**config.mk**
```make
export PLATFORM = sky130hd
export DESIGN_NAME = bpt_blend
export DESIGN_NICKNAME = d
export VERILOG_FILES = /design/src/design/bpt_pkg.sv /design/src/design/bpt_blend.sv
export SDC_FILE = /design/constraint.sdc
export NUM_CORES = 2
export LEC_CHECK = 0
export ABC_AREA = 0
export BUFFER_PORTS_ARGS = -buffer_cell sky130_fd_sc_hd__buf_4
export CORE_MARGIN = 2
export CORE_UTILIZATION = 70
export DETAILED_ROUTE_END_ITERATION = 7
export GPL_ROUTABILITY_DRIVEN = 0
export HOLD_SLACK_MARGIN = 0.08
export PLACE_DENSITY = 0.85
export SYNTH_ARGS = -nofsm -noshare
export SYNTH_HDL_FRONTEND = slang
export SYNTH_SLANG_ARGS = --single-unit
```
**constraint.sdc**
```tcl
create_clock -name clock -period 29.8 [get_ports clock]
set_input_delay 8.94 -clock clock [delete_from_list [all_inputs] [get_ports clock]]
set_output_delay 8.94 -clock clock [all_outputs]
set_load 0.1 [all_outputs]
```
**src/design/bpt_pkg.sv**
```systemverilog
// Shared types, codes and widths for the breakpoint table interpolator.
// No dependencies; imported by every module of the block.
package bpt_pkg;

   localparam int MAX_POINTS_DEF = 256;
   localparam int COUNT_W        = 9;
   localparam int INDEX_W        = 8;
   localparam int TIME_W         = 32;
   localparam int VALUE_W        = 32;
   localparam int FRAC_W         = 16;
   localparam int REQ_DATA_W     = 104;
   localparam int RSP_DATA_W     = 32;

   typedef enum logic {
      OP_WRITE = 1'b0,
      OP_QUERY = 1'b1
   } bpt_op_type;

   typedef enum logic [1:0] {
      STATUS_INTERP     = 2'd0,
      STATUS_CLAMP_LOW  = 2'd1,
      STATUS_CLAMP_HIGH = 2'd2,
      STATUS_EMPTY      = 2'd3
   } bpt_status_type;

   typedef enum logic [2:0] {
      ST_IDLE,
      ST_SCAN,
      ST_FETCH_LO,
      ST_LOAD_LO,
      ST_DIVIDE,
      ST_BLEND,
      ST_DONE
   } bpt_state_type;

   typedef struct packed {
      logic [VALUE_W-1:0] bp_value;
      logic [TIME_W-1:0]  bp_time;
   } bpt_entry_type;

endpackage

```
**src/design/bpt_blend.sv**
```systemverilog
// Weighted sum of two breakpoint values: v_lo + frac * (v_hi - v_lo),
// truncated toward zero to Q16.16. Two register stages. Depends on bpt_pkg.
module bpt_blend
   import bpt_pkg::*;
(
   input  logic               clock,
   input  logic               reset,
   input  logic               start,
   input  logic [FRAC_W-1:0]  frac,
   input  logic [VALUE_W-1:0] value_lo,
   input  logic [VALUE_W-1:0] value_hi,
   output logic               done,
   output logic [VALUE_W-1:0] result
);

   localparam int DIFF_W = VALUE_W + 1;
   localparam int PROD_W = DIFF_W + FRAC_W + 1;
   localparam int SUM_W  = PROD_W + 1;

   logic                      stage1_ff;
   logic                      done_ff;
   logic signed [PROD_W-1:0]  prod_ff, prod_in;
   logic        [VALUE_W-1:0] lo_ff;
   logic        [VALUE_W-1:0] result_ff, result_in;
   logic signed [DIFF_W-1:0]  diff;
   logic signed [SUM_W-1:0]   sum;
   logic                      round_up;

   always_comb begin
      diff    = $signed({value_hi[VALUE_W-1], value_hi})
              - $signed({value_lo[VALUE_W-1], value_lo});
      prod_in = $signed({1'b0, frac}) * diff;
   end

   // floor by shift, then step up once for negative sums with a remainder
   always_comb begin
      sum = $signed({prod_ff[PROD_W-1], prod_ff})
          + $signed({{(SUM_W-VALUE_W-FRAC_W){lo_ff[VALUE_W-1]}}, lo_ff, {FRAC_W{1'b0}}});
      round_up  = sum[SUM_W-1] && (sum[FRAC_W-1:0] != '0);
      result_in = sum[FRAC_W+VALUE_W-1:FRAC_W] + VALUE_W'(round_up);
   end

   always_ff @(posedge clock) begin
      if (reset) begin
         stage1_ff <= 1'b0;
         done_ff   <= 1'b0;
      end else begin
         stage1_ff <= start;
         done_ff   <= stage1_ff;
      end
   end

   always_ff @(posedge clock) begin
      prod_ff   <= prod_in;
      lo_ff     <= value_lo;
      result_ff <= result_in;
   end

   assign done   = done_ff;
   assign result = result_ff;

endmodule

```
==> flow_summary_export.csv <==
group,metric,value,unit
status,status,"finished, violations left",
status,violated_checks,"DRC",
sta,rsz0062_at_grt,"false",
floorplan,design.core.area,35600,sq um
sta,finalMaxSlewViolations,0,
route,drtIter0Drc,1821,
worst_setup_path,worstPathArrival,18.19,ns
floorplan,top_level_ports,116,
synth,seq_area_frac_synth,9.18,%
sta,fin_tns_setup,0,ns
floorplan,starting_density,71.1,%
worst_setup_path,worstPathBufferInverterCount,7,
synth,synthesis.yosys.warnings,0,
global_route,grt_pass1_vias,22400,
floorplan,die_y,194,microns
global_route,grt_residual_overflow,0,
sta,worst_pin_slew,1.23,ns
cts,htree_depth,4,
global_route,grt.met2_usage,60.9,%
cts,cell_chosen_for_the_clock_root,"sky130_fd_sc_hd__clkbuf_16",
route,vias,20800,
synth,post_synthesis_cells,2926,
route,route.detailed.drc,1,
worst_setup_path,criticalPathCategory,"in2reg",
global_route,global_route_wire_length_before_repair,112,mm
synth,post_synth_instance_area,25300,sq um
cells_and_area,post-route-util,76.5,%
sta,timing.final.crit_period,17.86,ns
cts,cts_tree,"yes",
cells_and_area,nets,3749,
cts,clk_buf_depth,2,
cts,cts_sinks,116,
cts,cts_resized,0,
global_route,groute.layer.met3.usage,9.38,%
worst_setup_path,critical_path_peak_fanout,25,
synth,yosys_register_bits,116,
worst_setup_path,path_common_cell,"sky130_fd_sc_hd__fa_1",
synth,synth_area_leader_cell,"sky130_fd_sc_hd__fa_1",
cts,post_cts.repair.setup_buffers,0,
floorplan,core.rowCount,69,
place,detailed_place_hpwl,50.9,mm
route,routed_wire_length_per_instance,19.8,microns
cells_and_area,n_antenna_cell,0,
cells_and_area,post_synthesis_to_final_layout_area_growth,7.60,%
synth,syn-num-nets,3701,
route,drt_wl_total,68.2,mm
floorplan,die_width,194,microns
global_route,grt.met1_usage,48.3,%
synth,average_footprint_of_a_synthesized_cell,8.65,sq um
synth,synth_most_common_cell,"sky130_fd_sc_hd__inv_1",
worst_setup_path,highest_delay_cell_along_the_critical_path,"sky130_fd_sc_hd__o221a_2",
worst_setup_path,critical-path-top-delay-family,"adder cells",
synth,ys_dominant_reg_cell,"sky130_fd_sc_hd__dfxtp_1",
route,drtAntennaViolNets,0,
synth,top_post_synthesis_cells_by_count,"662 x sky130_fd_sc_hd__inv_1, 505 x sky130_fd_sc_hd__fa_1, 415 x sky130_fd_sc_hd__nand2_1",
sta,finalSetupViolations,0,
worst_setup_path,cpPeakStageDelay,0.57,ns
synth,synth_unique_cells,72,
synth,netlist_top_cells_area,"sky130_fd_sc_hd__fa_1 40%, sky130_fd_sc_hd__inv_1 9.8%, sky130_fd_sc_hd__ha_1 9.2%",
cells_and_area,post_route_cells_drive_above_1_share,6.53,%
global_route,maximum_number_of_pins_on_one_net_before_global_route_repair,35,
place,port_buffers,115,
worst_setup_path,kind_of_launch_point_of_the_worst_setup_path,"input pin",
worst_setup_path,crit_required,30.13,ns
worst_hold_path,worstHoldPathType,"reg2reg",
sta,max-slew-margin-rel,17.8,%
route,detailedRoute.firstPassIterationCount,8,
cts,clkLatencyLatePin,0.42,ns
sta,fin_skew,0.0142,ns
worst_setup_path,cp-end-kind,"flop",
synth,share_of_the_synthesized_area_in_the_top_cell_type,40.0,%
cts,holdBufCountCts,0,
global_route,grt.busiest_layer,"met2",
sta,finalHoldViolations,0,
global_route,antenna_violations_before_repair,0,
cts,cts.clk_slew.worst_paths,0.06,ns
synth,synth_edf_count,0,
job,maxCapViolations,0,
sta,min_period_over_period,59.9,%
cts,cts_inserted_buffers,17,
route,avgViaCountPerCell,6.03,
place,placed_instance_count,3416,
synth,share_of_synthesized_registers_carrying_an_async_set_or_reset,0,%
cells_and_area,fin_cells,3447,
floorplan,dieArea,37700,sq um
global_route,all_layer_gr_usage,37.4,%
sta,max_freq,56.0,MHz
[cell type report]
| class | count | area [sq um] |
|---|---|---|
| timing repair buffer | 141 | 1060 |
| fill | 2362 | 8350 |
| tap | 461 | 577 |
| clock inverter | 10 | 180 |
| multi-input combinational | 2036 | 20100 |
| clock buffer | 21 | 450 |
| sequential | 116 | 2320 |
| inverter | 662 | 2480 |
[sequential cells by signal, indices dropped and copies added (netlist names)]
register,count
lo_ff,32
prod_ff,50
stage1_ff,1
result,32
done,1
[through the flow]
stage | hold WS, ns | worst slack (ns) | area [sq um]
finish | 0.446 | 11.94 | 27200
global route | 0.474 | 11.42 | 27200
CTS | 0.452 | 12.08 | 27200
detailed placement | 0.437 | 11.72 | 26600
global placement | 0.433 | 11.96 | 26600
floorplan | 0.414 | 12.85 | 25300
[layout by cell type (no fill, tap or decap), types with 24 or more instances in the layout]
master	synthesis	layout
sky130_fd_sc_hd__inv_1	662	662
sky130_fd_sc_hd__fa_1	505	505
sky130_fd_sc_hd__nand2_1	415	415
sky130_fd_sc_hd__and2_1	193	193
sky130_fd_sc_hd__ha_1	187	187
sky130_fd_sc_hd__buf_4	4	141
sky130_fd_sc_hd__dfxtp_1	116	116
sky130_fd_sc_hd__a21oi_1	99	99
sky130_fd_sc_hd__nor2_1	85	85
sky130_fd_sc_hd__xnor2_1	88	80
sky130_fd_sc_hd__o21ai_0	62	62
sky130_fd_sc_hd__a21o_1	48	48
sky130_fd_sc_hd__nor2b_1	35	35
sky130_fd_sc_hd__xor2_1	38	32
sky130_fd_sc_hd__nand3_1	29	29
sky130_fd_sc_hd__and3_1	24	24
[cell families after synthesis]
family | count (synthesis) | share of synthesized area (%)
adder cells (fa/ha/maj) | 692 | 49.2
AO/OA/AOI/OAI | 336 | 8.59
flip-flops | 116 | 9.18
multiplexers | 5 | 0.198
buffers and inverters | 774 | 11.6
AND/OR/NAND/NOR | 877 | 16.9
XOR/XNOR | 126 | 4.36
[layer usage]
metal | routed length [microns] | part of all wire, %
met1 | 24600 | 36
met4 | 3080 | 4.5
met2 | 31300 | 46
met3 | 9210 | 14
met5 | 0 | 0
[final timing paths]
kind	start	slack (ns)	to	cells after the start
worst max-delay path	value_hi[0]	11.94	prod_ff[49]$_DFF_P_	36
worst min register to register	stage1_ff$_SDFF_PP0_	0.45	done$_SDFF_PP0_	1
worst max register to register	lo_ff[0]$_DFF_P_	24.26	result[28]$_DFF_P_	20
worst min-delay path	stage1_ff$_SDFF_PP0_	0.45	done$_SDFF_PP0_	1
Power is left out: the tool's default activity adds up to more than one toggle a clock period on the data nets, which glitch-free logic cannot reach.
