===== src/design/bpt_pkg.sv =====
// Shared types, codes and widths for the breakpoint table interpolator.
// No dependencies; imported by every module of the block.
package bpt_pkg;

   localparam int MAX_POINTS_DEF = 256;
   localparam int COUNT_W        = 9;
   localparam int INDEX_W        = 8;
   localparam int TIME_W         = 32;
   localparam int VALUE_W        = 32;
   localparam int FRAC_W         = 16;
   localparam int REQ_DATA_W     = 104;
   localparam int RSP_DATA_W     = 32;

   typedef enum logic {
      OP_WRITE = 1'b0,
      OP_QUERY = 1'b1
   } bpt_op_type;

   typedef enum logic [1:0] {
      STATUS_INTERP     = 2'd0,
      STATUS_CLAMP_LOW  = 2'd1,
      STATUS_CLAMP_HIGH = 2'd2,
      STATUS_EMPTY      = 2'd3
   } bpt_status_type;

   typedef enum logic [2:0] {
      ST_IDLE,
      ST_SCAN,
      ST_FETCH_LO,
      ST_LOAD_LO,
      ST_DIVIDE,
      ST_BLEND,
      ST_DONE
   } bpt_state_type;

   typedef struct packed {
      logic [VALUE_W-1:0] bp_value;
      logic [TIME_W-1:0]  bp_time;
   } bpt_entry_type;

endpackage


===== src/design/bpt_divider.sv =====
// Restoring divider giving a Q0.16 fraction, one quotient bit per cycle.
// Depends on bpt_pkg for widths. Dividend must be below the divisor.
module bpt_divider
   import bpt_pkg::*;
(
   input  logic              clock,
   input  logic              reset,
   input  logic              start,
   input  logic [TIME_W-1:0] dividend,
   input  logic [TIME_W-1:0] divisor,
   output logic              done,
   output logic [FRAC_W-1:0] quotient
);

   localparam int CNT_W = $clog2(FRAC_W + 1);

   logic              busy_ff, busy_in;
   logic [CNT_W-1:0]  cnt_ff, cnt_in;
   logic [TIME_W-1:0] rem_ff, rem_in;
   logic [TIME_W-1:0] den_ff, den_in;
   logic [FRAC_W-1:0] quo_ff, quo_in;
   logic [TIME_W:0]   shifted;
   logic [TIME_W:0]   diff;
   logic              last_step;

   assign last_step = (cnt_ff == CNT_W'(FRAC_W));
   assign done      = busy_ff && last_step;
   assign quotient  = quo_ff;

   always_comb begin
      shifted = {rem_ff, 1'b0};
      diff    = shifted - {1'b0, den_ff};
      busy_in = busy_ff;
      cnt_in  = cnt_ff;
      rem_in  = rem_ff;
      den_in  = den_ff;
      quo_in  = quo_ff;
      if (start) begin
         busy_in = 1'b1;
         cnt_in  = '0;
         rem_in  = dividend;
         den_in  = divisor;
         quo_in  = '0;
      end else if (busy_ff) begin
         if (last_step) begin
            busy_in = 1'b0;
         end else begin
            cnt_in = cnt_ff + CNT_W'(1);
            // keep the remainder below the divisor: subtract when it fits
            if (!diff[TIME_W]) begin
               rem_in = diff[TIME_W-1:0];
               quo_in = {quo_ff[FRAC_W-2:0], 1'b1};
            end else begin
               rem_in = shifted[TIME_W-1:0];
               quo_in = {quo_ff[FRAC_W-2:0], 1'b0};
            end
         end
      end
   end

   always_ff @(posedge clock) begin
      if (reset) begin
         busy_ff <= 1'b0;
         cnt_ff  <= '0;
      end else begin
         busy_ff <= busy_in;
         cnt_ff  <= cnt_in;
      end
   end

   always_ff @(posedge clock) begin
      rem_ff <= rem_in;
      den_ff <= den_in;
      quo_ff <= quo_in;
   end

endmodule


===== config.mk =====
export PLATFORM = sky130hd
export DESIGN_NAME = bpt_divider
export DESIGN_NICKNAME = d
export VERILOG_FILES = /design/src/design/bpt_pkg.sv /design/src/design/bpt_divider.sv
export SDC_FILE = /design/constraint.sdc
export NUM_CORES = 1
export LEC_CHECK = 0
export BUFFER_PORTS_ARGS = -buffer_cell sky130_fd_sc_hd__buf_2
export CORE_MARGIN = 5
export CORE_UTILIZATION = 57
export CTS_CLUSTER_SIZE = 8
export DETAILED_ROUTE_END_ITERATION = 8
export GPL_TIMING_DRIVEN = 0
export PLACE_DENSITY_LB_ADDON = 0.05
export SLEW_MARGIN = 20
export SYNTH_ARGS = -nofsm -noshare
export SYNTH_HDL_FRONTEND = slang
export SYNTH_SLANG_ARGS = --single-unit

===== constraint.sdc =====
create_clock -name clock -period 3.9 [get_ports clock]
set_clock_uncertainty 0.15 [all_clocks]
set_input_delay 1.17 -clock clock [delete_from_list [all_inputs] [get_ports clock]]
set_output_delay 1.17 -clock clock [all_outputs]
set_load 0.01 [all_outputs]

==> results.sh <==
export IMPL_ys_ff_latch=86
export IMPL_coreArea_um2=9109
export IMPL_io_pins=84
export IMPL_layout_commonest_cell="buf_2"
export IMPL_synth_area_top_cells="edfxtp_1 (37%), dfxtp_1 (8.4%), ha_1 (7.9%), nand2_1 (5.7%), mux2i_1 (5.6%)"
export IMPL_required_ns=3.86
export IMPL_die_area_um2=11180
export IMPL_synth_seq_area_share=0.4520
export IMPL_fill_cells=777
export IMPL_syn_num_nets=644
export IMPL_synth_top_area_share=0.3677
export IMPL_grt_pass1_vias=4170
export IMPL_instances_no_fill=754
export IMPL_avgViaCountPerCell=5.601
export IMPL_drcViolationCount=0
export IMPL_root_buffer="clkbuf_8"
export IMPL_crit_path_end_kind="register"
export IMPL_status="finished clean"
export IMPL_postSynthCellCount=543
export IMPL_synth_distinct_cells=52
export IMPL_antenna_cells=0
export IMPL_hold_viol=0
export IMPL_switchingPower_mw=1.588
export IMPL_yosysWarnings=0
export IMPL_die_h_um=105.8
export IMPL_synth_async_reset_ratio=0
export IMPL_cts_buffers=9
export IMPL_critical_path_class="register to register"
export IMPL_postCtsSetupRepairBufs=0
export IMPL_clk_path_buf_depth=2
export IMPL_fp_row_count=35
export IMPL_overflow=0
export IMPL_dr_first_iter_drc_count=195
export IMPL_wl_per_cell_um=16.56
export IMPL_setup_viol=0
export IMPL_cts_sinks=86
export IMPL_max_slew_margin=0.3827
export IMPL_fin_crit_ns=3.714
export IMPL_worstMarginPinSlew_ns=0.9260
export IMPL_cts_tree="done"
export IMPL_irDropWorstVdd_v=0.0002904
export IMPL_postCtsHoldBufs=0
export IMPL_layout_drive_gt1_share=0.1757
export IMPL_worst_setup_path_start_kind="register"
export IMPL_synthAdderAreaFrac=0.08283
export IMPL_drt_pass1_iterations=4
export IMPL_synthXorXnorAreaFrac=0.05028
export IMPL_clockPowerShare=0.171
export IMPL_ys_flop_type="edfxtp_1"
export IMPL_fin_area_um2=6060
export IMPL_p_total_mw=3.982
export IMPL_syn_area_um2=5226
export IMPL_grt_pass1_wl_mm=20.07
export IMPL_synth_avg_cell_area_um2=9.625
export IMPL_layout_common_cells="buf_2 (83), nand2_1 (78), edfxtp_1 (64), a21oi_1 (53), inv_1 (47)"
export IMPL_critPathMaxFanout=10
export IMPL_fin_crit_sh=0.9524
export IMPL_maxCapViolations=0
export IMPL_switching_share=0.3989
export IMPL_dpl_cell_count=738
export IMPL_fmax_mhz=269.2
export IMPL_gp_congestion=0.9024
export IMPL_antenna_found_initial=0
export IMPL_min_path_type="register to register"
export IMPL_insertion_delay_ns=0.37
export IMPL_wl_mm=12.49
export IMPL_finalMaxSlewViolations=0
export IMPL_pwr_share_seq=0.321
export IMPL_h_tree_depth=3
export IMPL_clk_pin_slew_ns=0.10
export IMPL_p_int_mw=2.393
export IMPL_num_vias=4223
export IMPL_synth_edf_count=64
export IMPL_dpl_instance_area_um2=5803
export IMPL_power_density_nw_per_um2=657.1
export IMPL_dpl_hpwl_mm=9.112
export IMPL_synth_top_family_by_area="compound AO/OA/AOI/OAI gates"
export IMPL_yosys_area_share_simple=0.1322
export IMPL_timing_hold_ws_ns=0.3103
export IMPL_final_nets=739
export IMPL_grt_max_degree=38
export IMPL_final_util=0.6652
export IMPL_cpPeakStageDelay_ns=0.52
export IMPL_ff2ff_setup_slack_ns=0.19
export IMPL_pwr_share_comb=0.508
export IMPL_die_width_um=105.8
export IMPL_rsz0062_at_grt="false"
export IMPL_grtUsageTotal=0.2279
export IMPL_critPathArrivalTime_ns=3.67
export IMPL_drtAntennaViolNets=0
export IMPL_path_cells="fa_1 > a211oi_2 > o21ai_2 > o311ai_4 > o21ai_2 > a31oi_4 > o41ai_2 > xor2_1 > buf_6 > buf_6 > mux2i_1 > o21ai_0"
export IMPL_leakagePower_nw=2.663
export IMPL_port_buffers=83
export IMPL_start_util=0.5738
export IMPL_synth_compound_area_frac=0.1726
export IMPL_area_growth_pct=15.94
export IMPL_synth_mux_area_frac=0.05554
export IMPL_synth_largest_area_cell="edfxtp_1"
export IMPL_cp_slowest_cell="fa_1"
==> state kept, by name, indices dropped and copies added, names as in the netlist <==
name      flops
busy_ff       1
den_ff       32
rem_ff       32
cnt_ff        5
quotient     16
==> worst max-delay path, delay by kind of cell, from the launching register on <==
kind | cells | cell delay [ns]
compound gates | 7 | 1.38
fa+ha+maj | 1 | 0.52
flops | 1 | 0.46
buf+inv | 2 | 0.42
mux | 1 | 0.28
xor+xnor | 1 | 0.23
==> Yosys cell counts, drive strengths merged, types with 6 or more instances <==
| cell | number |
|---|---|
| o21ai | 34 |
| nand3 | 9 |
| inv | 47 |
| nor2 | 23 |
| mux2i | 29 |
| a31oi | 6 |
| xor2 | 13 |
| nand4 | 7 |
| xnor2 | 17 |
| a21oi | 53 |
| nand2 | 79 |
| nor3 | 9 |
| a21o | 12 |
| dfxtp | 22 |
| clkbuf | 18 |
| edfxtp | 64 |
| ha | 33 |
==> cell type report <==
cell class	count	area, µm²	area share
multi-input combinational	387	2618	0.4320
clock inverter	5	42.54	0.007020
sequential	86	2362	0.3898
buffer	23	112.6	0.01858
tap	111	138.9	0.02292
timing repair buffer	84	435.4	0.07186
inverter	47	176.4	0.02911
clock buffer	11	173.9	0.02870
==> final timing paths <==
path	start	endpoint	cells after the start
worst max-delay path	rem_ff[0]	rem_ff[29]	12
worst max register to register	rem_ff[0]	rem_ff[29]	12
worst min register to register	quotient[15]	quotient[15]	2
worst min-delay path	quotient[15]	quotient[15]	2
==> per-layer routing <==
| metal | part of all wire | global-route usage | wire length [µm] |
|---|---|---|---|
| met1 | 0.44 | 0.3045 | 5533 |
| met3 | 0.068 | 0.04776 | 853 |
| met4 | 0.014 | 0.06290 | 172 |
| met2 | 0.47 | 0.3761 | 5928 |
| met5 | 0 | 0 | 0 |
==> logic make-up (layout without fill, tap and decap cells) <==
group,Yosys count,count (layout)
adder cells (fa/ha/maj),34,34
flip-flops,86,86
XOR/XNOR,30,30
AO/OA/AOI/OAI,142,142
AND/OR/NAND/NOR,152,152
multiplexers,29,29
buffers and inverters,70,170
==> repair_timing <==
action / 4_1_cts / 5_1_grt
setup endpoints to repair: 2 / 25
gates resized for setup: 1 / 4
gates cloned: 0 / 0
==> power groups by stage <==
stage / registers [mW] / clock network [mW] / logic (mW)
floorplan: 1.27 / 0 / 1.55
global placement: 1.29 / 0 / 1.94
detailed placement: 1.30 / 0 / 1.97
CTS: 1.28 / 0.696 / 1.99
global route: 1.30 / 0.745 / 2.26
finish: 1.28 / 0.680 / 2.02
==> metrics by stage <==
step           worst slack [ns]  setup TNS, ns
2_1_floorplan            0.6255              0
3_3_place_gp            -0.3534         -11.26
3_5_place_dp            0.01338              0
4_1_cts                 0.06679              0
5_1_grt                 0.01459              0
6_report                 0.1857              0
No activity file was read; power rests on OpenSTA's default activity.
